[src/sv/btra_pkg.sv]
// Shared types and constants for the block transfer receiver.
`timescale 1ns / 1ps

package btra_pkg;

    localparam logic [15:0] MAX_BLOCK_BYTES = 16'd4095;
    localparam logic [5:0]  WIN_MAX         = 6'd63;
    localparam logic [15:0] EXP_RESET       = 16'd1;

    typedef enum logic [2:0] {
        ST_ACCEPTED  = 3'd0,
        ST_COMPLETE  = 3'd1,
        ST_GAP       = 3'd2,
        ST_DUPLICATE = 3'd3,
        ST_OVERFLOW  = 3'd4,
        ST_MALFORMED = 3'd5
    } t_status;

endpackage

[src/sv/btra_if.sv]
// Channel interfaces for block headers, results and the capacity write.
`timescale 1ns / 1ps

interface btra_hdr_if;
    logic        valid;
    logic        ready;
    logic        malformed;
    logic [15:0] blk_num;
    logic [5:0]  window;
    logic        is_last;
    logic [11:0] data_length;

    modport source (output valid, malformed, blk_num, window, is_last, data_length,
                    input ready);
    modport sink (input valid, malformed, blk_num, window, is_last, data_length,
                  output ready);
endinterface

interface btra_res_if;
    logic        valid;
    logic        ready;
    logic [2:0]  status;
    logic        ack_valid;
    logic [5:0]  ack_window;
    logic [15:0] ack_number;
    logic [15:0] payload_offset;
    logic [15:0] apdu_length;

    modport source (output valid, status, ack_valid, ack_window, ack_number,
                    payload_offset, apdu_length, input ready);
    modport sink (input valid, status, ack_valid, ack_window, ack_number,
                  payload_offset, apdu_length, output ready);
endinterface

interface btra_cfg_if;
    logic        valid;
    logic        ready;
    logic [15:0] data;

    modport source (output valid, data, input ready);
    modport sink (input valid, data, output ready);
endinterface

[src/sv/block_transfer_receiver_ack.sv]
// Top level of the block transfer receiver with acknowledge generation.
`timescale 1ns / 1ps

// Takes one decoded block header per request and returns one result per header.
// A header is held in an input register and decided into the output register once
// that register is empty or its result is taken; the decision also updates the expected
// block number, peer window and accumulated length. A new header is accepted every cycle
// while results are taken, so the throughput is one header per cycle.
// The capacity register is written through its own channel, which is always ready.
module block_transfer_receiver_ack (
    input  logic      i_clk,
    input  logic      i_rst_n,
    btra_hdr_if.sink  i_hdr,
    btra_cfg_if.sink  i_cfg,
    btra_res_if.source o_res
);
    import btra_pkg::*;

    logic        r_in_valid;
    logic        r_in_malformed;
    logic [15:0] r_in_blk_num;
    logic [5:0]  r_in_window;
    logic        r_in_is_last;
    logic [11:0] r_in_data_length;

    logic [15:0] r_apdu_capacity;
    logic [15:0] r_expected_number;
    logic [5:0]  r_peer_win_size;
    logic [15:0] r_accumulated_length;

    logic        r_out_valid;
    t_status     r_status;
    logic        r_ack_valid;
    logic [5:0]  r_ack_window;
    logic [15:0] r_ack_number;
    logic [15:0] r_payload_offset;
    logic [15:0] r_apdu_length;

    t_status     n_status;
    logic        n_ack_valid;
    logic [5:0]  n_ack_window;
    logic [15:0] n_ack_number;
    logic [15:0] n_payload_offset;
    logic [15:0] n_apdu_length;
    logic [15:0] n_expected_number;
    logic [5:0]  n_peer_win_size;
    logic [15:0] n_accumulated_length;

    logic        advance;
    logic [15:0] gap;
    logic [5:0]  dup_window;
    logic [5:0]  new_peer;
    logic [16:0] sum_length;

    assign advance     = r_in_valid && (!r_out_valid || o_res.ready);
    assign i_hdr.ready = !r_in_valid || advance;
    assign i_cfg.ready = 1'b1;

    assign gap        = r_in_blk_num - r_expected_number;
    assign dup_window = (r_in_window != 6'd0) ? r_in_window : r_peer_win_size;
    assign new_peer   = dup_window;
    assign sum_length = {1'b0, r_accumulated_length} + {5'd0, r_in_data_length};

    always_comb begin
        n_status             = ST_ACCEPTED;
        n_ack_valid          = 1'b0;
        n_ack_window         = 6'd0;
        n_ack_number         = 16'd0;
        n_payload_offset     = 16'd0;
        n_apdu_length        = r_accumulated_length;
        n_expected_number    = r_expected_number;
        n_peer_win_size      = r_peer_win_size;
        n_accumulated_length = r_accumulated_length;
        if (r_in_malformed || ({4'd0, r_in_data_length} > MAX_BLOCK_BYTES)) begin
            n_status             = ST_MALFORMED;
            n_expected_number    = EXP_RESET;
            n_peer_win_size      = 6'd0;
            n_accumulated_length = 16'd0;
        end else if (r_in_blk_num > r_expected_number) begin
            n_status     = ST_GAP;
            n_ack_valid  = 1'b1;
            n_ack_window = (gap > {10'd0, WIN_MAX}) ? WIN_MAX : gap[5:0];
            if (n_ack_window == 6'd0) begin
                n_ack_window = 6'd1;
            end
            n_ack_number = (r_expected_number != 16'd0) ? r_expected_number - 16'd1 : 16'd0;
        end else if (r_in_blk_num < r_expected_number) begin
            n_status = ST_DUPLICATE;
            if (dup_window != 6'd0) begin
                n_ack_valid  = 1'b1;
                n_ack_window = dup_window;
                n_ack_number = r_in_blk_num;
            end
        end else begin
            n_peer_win_size = new_peer;
            if (sum_length > {1'b0, r_apdu_capacity}) begin
                n_status             = ST_OVERFLOW;
                n_expected_number    = EXP_RESET;
                n_peer_win_size      = 6'd0;
                n_accumulated_length = 16'd0;
            end else begin
                n_payload_offset = r_accumulated_length;
                n_apdu_length    = sum_length[15:0];
                if (r_in_is_last) begin
                    n_status             = ST_COMPLETE;
                    n_expected_number    = EXP_RESET;
                    n_peer_win_size      = 6'd0;
                    n_accumulated_length = 16'd0;
                end else begin
                    n_status             = ST_ACCEPTED;
                    n_accumulated_length = sum_length[15:0];
                    n_expected_number    = r_expected_number + 16'd1;
                    if (new_peer != 6'd0) begin
                        n_ack_valid  = 1'b1;
                        n_ack_window = new_peer;
                        n_ack_number = r_expected_number;
                    end
                end
            end
        end
    end

    always_ff @(posedge i_clk) begin
        if (!i_rst_n) begin
            r_in_valid           <= 1'b0;
            r_out_valid          <= 1'b0;
            r_apdu_capacity      <= 16'hFFFF;
            r_expected_number    <= EXP_RESET;
            r_peer_win_size      <= 6'd0;
            r_accumulated_length <= 16'd0;
        end else begin
            if (i_cfg.valid) begin
                r_apdu_capacity <= i_cfg.data;
            end
            if (i_hdr.valid && i_hdr.ready) begin
                r_in_valid <= 1'b1;
            end else if (advance) begin
                r_in_valid <= 1'b0;
            end
            if (advance) begin
                r_out_valid          <= 1'b1;
                r_expected_number    <= n_expected_number;
                r_peer_win_size      <= n_peer_win_size;
                r_accumulated_length <= n_accumulated_length;
            end else if (o_res.ready) begin
                r_out_valid <= 1'b0;
            end
        end
    end

    always_ff @(posedge i_clk) begin
        if (i_hdr.valid && i_hdr.ready) begin
            r_in_malformed   <= i_hdr.malformed;
            r_in_blk_num     <= i_hdr.blk_num;
            r_in_window      <= i_hdr.window;
            r_in_is_last     <= i_hdr.is_last;
            r_in_data_length <= i_hdr.data_length;
        end
        if (advance) begin
            r_status         <= n_status;
            r_ack_valid      <= n_ack_valid;
            r_ack_window     <= n_ack_window;
            r_ack_number     <= n_ack_number;
            r_payload_offset <= n_payload_offset;
            r_apdu_length    <= n_apdu_length;
        end
    end

    assign o_res.valid          = r_out_valid;
    assign o_res.status         = r_status;
    assign o_res.ack_valid      = r_ack_valid;
    assign o_res.ack_window     = r_ack_window;
    assign o_res.ack_number     = r_ack_number;
    assign o_res.payload_offset = r_payload_offset;
    assign o_res.apdu_length    = r_apdu_length;

endmodule

[src/flat_wrapper.sv]
// flat-port wrapper written by rule: the top's interface ports become plain ports
module block_transfer_receiver_ack_flat import btra_pkg::*;
  (i_clk, i_rst_n, i_hdr_valid, i_hdr_malformed, i_hdr_blk_num, i_hdr_window, i_hdr_is_last, i_hdr_data_length, i_hdr_ready, i_cfg_valid, i_cfg_data, i_cfg_ready, o_res_valid, o_res_status, o_res_ack_valid, o_res_ack_window, o_res_ack_number, o_res_payload_offset, o_res_apdu_length, o_res_ready);
  btra_hdr_if i_hdr_i ();
  btra_cfg_if i_cfg_i ();
  btra_res_if o_res_i ();
  input  logic i_clk;
  input  logic i_rst_n;
  input wire logic [$bits(i_hdr_i.valid)-1:0] i_hdr_valid;
  input wire logic [$bits(i_hdr_i.malformed)-1:0] i_hdr_malformed;
  input wire logic [$bits(i_hdr_i.blk_num)-1:0] i_hdr_blk_num;
  input wire logic [$bits(i_hdr_i.window)-1:0] i_hdr_window;
  input wire logic [$bits(i_hdr_i.is_last)-1:0] i_hdr_is_last;
  input wire logic [$bits(i_hdr_i.data_length)-1:0] i_hdr_data_length;
  output wire logic [$bits(i_hdr_i.ready)-1:0] i_hdr_ready;
  input wire logic [$bits(i_cfg_i.valid)-1:0] i_cfg_valid;
  input wire logic [$bits(i_cfg_i.data)-1:0] i_cfg_data;
  output wire logic [$bits(i_cfg_i.ready)-1:0] i_cfg_ready;
  output wire logic [$bits(o_res_i.valid)-1:0] o_res_valid;
  output wire logic [$bits(o_res_i.status)-1:0] o_res_status;
  output wire logic [$bits(o_res_i.ack_valid)-1:0] o_res_ack_valid;
  output wire logic [$bits(o_res_i.ack_window)-1:0] o_res_ack_window;
  output wire logic [$bits(o_res_i.ack_number)-1:0] o_res_ack_number;
  output wire logic [$bits(o_res_i.payload_offset)-1:0] o_res_payload_offset;
  output wire logic [$bits(o_res_i.apdu_length)-1:0] o_res_apdu_length;
  input wire logic [$bits(o_res_i.ready)-1:0] o_res_ready;
  assign i_hdr_i.valid = i_hdr_valid;
  assign i_hdr_i.malformed = i_hdr_malformed;
  assign i_hdr_i.blk_num = i_hdr_blk_num;
  assign i_hdr_i.window = i_hdr_window;
  assign i_hdr_i.is_last = i_hdr_is_last;
  assign i_hdr_i.data_length = i_hdr_data_length;
  assign i_hdr_ready = i_hdr_i.ready;
  assign i_cfg_i.valid = i_cfg_valid;
  assign i_cfg_i.data = i_cfg_data;
  assign i_cfg_ready = i_cfg_i.ready;
  assign o_res_valid = o_res_i.valid;
  assign o_res_status = o_res_i.status;
  assign o_res_ack_valid = o_res_i.ack_valid;
  assign o_res_ack_window = o_res_i.ack_window;
  assign o_res_ack_number = o_res_i.ack_number;
  assign o_res_payload_offset = o_res_i.payload_offset;
  assign o_res_apdu_length = o_res_i.apdu_length;
  assign o_res_i.ready = o_res_ready;
  block_transfer_receiver_ack u_core (.i_clk(i_clk), .i_rst_n(i_rst_n), .i_hdr(i_hdr_i), .i_cfg(i_cfg_i), .o_res(o_res_i));
endmodule
[config.mk]
export PLATFORM = sky130hd
export DESIGN_NAME = block_transfer_receiver_ack_flat
export DESIGN_NICKNAME = d
export VERILOG_FILES = /design/src/sv/btra_pkg.sv /design/src/sv/btra_if.sv /design/src/sv/block_transfer_receiver_ack.sv /design/src/flat_wrapper.sv
export SDC_FILE = /design/constraint.sdc
export NUM_CORES = 1
export LEC_CHECK = 0
export BUFFER_PORTS_ARGS = -buffer_cell sky130_fd_sc_hd__buf_2
export CORE_AREA = 2 2 144 111
export CTS_CLUSTER_DIAMETER = 100
export CTS_CLUSTER_SIZE = 24
export DETAILED_ROUTE_END_ITERATION = 8
export DIE_AREA = 0 0 146 113
export GPL_TIMING_DRIVEN = 1
export PLACE_DENSITY = 0.76
export SLEW_MARGIN = 10
export SYNTH_ARGS = -nofsm -noshare
export SYNTH_HDL_FRONTEND = slang
export SYNTH_SLANG_ARGS = --single-unit
[constraint.sdc]
create_clock -name i_clk -period 6 [get_ports i_clk]
set_input_delay 1.2 -clock i_clk [delete_from_list [all_inputs] [get_ports i_clk]]
set_output_delay 1.2 -clock i_clk [all_outputs]
set_load 0.01 [all_outputs]
==> impl_metrics.ini <==
[power]
p_total_mw = 2.414
leakage_nw = 3.820
p_sw_mw = 0.6028
p_int_mw = 1.811
power_frac_seq = 0.479
clkPwrFrac = 0.423
netSwitchingFraction = 0.2497
power_density_mw_per_mm2 = 254.6
peakVddDrop_v = 0.0002422
comb_power_share = 0.098

[timing]
maxClockFrequency_ghz = 0.1794
hold_violations = 0
finalCritPeriodShare = 0.9290
hold_slack_ns = 0.4726
period_minus_slack_ns = 5.574
worst_slew_pin_slew_ns = 0.9212
slew_violations = 0
clock_skew_ns = 0.008044
setup-tns-final_ns = 0
setup_viol = 0
slew_headroom = 0.3859
rsz0062_at_grt = no

[synthesis]
synth_area_mm2 = 0.008178
ys_seq_area_frac = 0.4823
avgSynthCellArea_um2 = 10.03
yosys_most_used_dff = edfxtp_1
async_reset_ff_frac = 0
yosys.cell_types.count = 71
synth_edf_count = 94
synthTopCellsByCount = edfxtp_1 (94), nand2_1 (69), a21oi_1 (57)
synthDominantCellAreaShare = 0.3452
yosysTopAreaCell = edfxtp_1
synth.most_common_cell = edfxtp_1
ys_top_cells_by_area = edfxtp_1 (35%), dfxtp_1 (14%), ha_1 (7.0%), a21oi_1 (3.5%), nand2_1 (3.2%)
synth-seq-cells = 150
syn-num-nets = 920
syn_inst = 815
yosys_warnings = 0

[routing]
drcViolationCount = 0
wl_um = 20110
wl_per_cell_um = 17.66
via_per_inst = 5.873
ant_nets = 0
vias = 6689
first_pass_iters = 6
drt_iter0_markers = 739

[outcome]
status = completed

[floorplanning]
row_count = 39
dieWidth_um = 146
fp.dieArea_mm2 = 0.01650
core_mm2 = 0.01503
ios = 118
initial_core_util = 0.5441
die_y_um = 113

[worst_setup_path]
critPathSlowestCell = fa_1
path_buf_inv = 1
r2r_cells = 17
cp_max_fo = 32
startpoint_type = register
crit_cells = 17
cp_cell_sequence = ha_1, fa_1, a211o_1, a2111oi_2, o31ai_1, a21o_1, a21oi_1, nor2_1, xor2_1, ha_1, a2111oi_0, o21ai_0, o31ai_1, nand2_1, nor4_4, buf_4, mux2_2
crit_type = register to register
endpoint_kind = register
critPathMaxStageDelay_ns = 0.48
required_ns = 6.18
crit_family = compound AO/OA/AOI/OAI gates
crit_arrival_ns = 5.75

[clock_tree]
clock_latency_ns = 0.43
cts_buffers = 17
clk_path_buf_depth = 2
postCtsSetupRepairBufs = 0
cts_tree = yes
root_buffer = clkbuf_16
cts_hold_buf = 0
clkSinkCount = 150
path_clk_slew_ns = 0.06
cts_resized = 0
cts_htree_levels = 4

[place]
dp_hpwl_um = 14550
place_congestion = 0.9654
io_buffers = 116

[grt]
grt_pass1_vias = 6044
grt_use_total = 0.2461
overflow = 0
grt_pass1_wl_um = 31880
antenna_found_initial = 0
grt_max_degree = 52

[finish]
layout-drive-gt1-share = 0.2013
diodes = 0
area_growth_pct = 15.96
nFillCells = 1279
num-nets-final = 1026

[hold_path]
whs_path_depth = 2
hold_path.class = register to register

[job]
drv_cap = 0
## cell type report
cell class,count,area [um^2],share of cell area
clock inverter,14,123.9,0.01306
inverter,52,195.2,0.02058
timing repair buffer,126,655.6,0.06914
multi-input combinational,574,3869,0.4080
clock buffer,18,439.2,0.04631
tap,205,256.5,0.02705
sequential,150,3944,0.4159
## worst paths after layout
path,startpoint,end,slack [ns]
worst min-delay path,u_core.r_peer_win_size[1],u_core.r_peer_win_size[1],0.47
worst min register to register,u_core.r_peer_win_size[1],u_core.r_peer_win_size[1],0.47
worst max register to register,u_core.r_in_data_length[0],u_core.o_res.apdu_length[10],0.43
worst max-delay path,u_core.r_in_data_length[0],u_core.o_res.apdu_length[10],0.43
## sequential cells by signal, indices dropped and copies added, names as in the netlist
signal	cells
u_core.r_expected_number	16
u_core.o_res.ack_number	16
u_core.o_res.ack_window	6
u_core.r_apdu_capacity	16
u_core.r_in_malformed	1
u_core.r_in_data_length	12
u_core.r_in_is_last	1
u_core.o_res.ack_valid	1
u_core.o_res.valid	1
u_core.r_in_window	6
u_core.r_peer_win_size	6
u_core.r_in_blk_num	16
u_core.r_in_valid	1
u_core.r_accumulated_length	16
u_core.o_res.payload_offset	16
u_core.o_res.status	3
u_core.o_res.apdu_length	16
## worst register-to-register path: stages (launching register included)
cell,delay (ns)
edfxtp_1,0.37
ha_1,0.24
fa_1,0.48
a211o_1,0.34
a2111oi_2,0.38
o31ai_1,0.20
a21o_1,0.21
a21oi_1,0.36
nor2_1,0.13
xor2_1,0.18
ha_1,0.32
a2111oi_0,0.36
o21ai_0,0.15
o31ai_1,0.41
nand2_1,0.24
nor4_4,0.19
buf_4,0.38
mux2_2,0.39
## per-stage QoR
stage | instances | area (um^2) | util | setup WS (ns)
floorplan | 815 | 8178 | - | 0.4391
finish | 1139 | 9483 | 0.6310 | 0.4260
CTS | 1139 | 9483 | 0.6310 | 0.4587
global route | 1139 | 9483 | 0.6310 | 0.01785
detailed placement | 1107 | 8920 | 0.5935 | 0.5011
global placement | 1107 | 8920 | 0.5935 | 0.6375
## cells in the final DEF (no fill, tap or decap), drive strengths merged, types with 18 or more instances in the layout
cell    count
a21oi      57
and2       21
buf       126
clkbuf     18
dfxtp      56
edfxtp     94
ha         46
inv        55
nand2      69
nand3      20
nor2       58
nor3       23
o211ai     20
o21ai      48
xnor2      24
## metal layers
metal,wire [um],global-route usage
met2,8119,0.3368
met1,9923,0.3853
met3,1780,0.05726
met5,0,0
met4,287,0.07379
## power by group through the flow
stage / logic, mW / registers, mW / clock network (mW)
after floorplan: 0.142 / 1.18 / 0
after global placement: 0.228 / 1.18 / 0
final: 0.237 / 1.16 / 1.02
after CTS: 0.234 / 1.16 / 1.03
after global routing: 0.260 / 1.16 / 1.08
after detailed placement: 0.231 / 1.18 / 0
## kinds of logic after synthesis
kind of cell,synth area share
XOR/XNOR,0.03213
adder cells (fa/ha/maj),0.07528
other,0.0004586
multiplexers,0.02173
AND/OR/NAND/NOR,0.1608
buffers and inverters,0.04682
flip-flops,0.4823
AO/OA/AOI/OAI,0.1805
(Power assumes the default switching activity.)
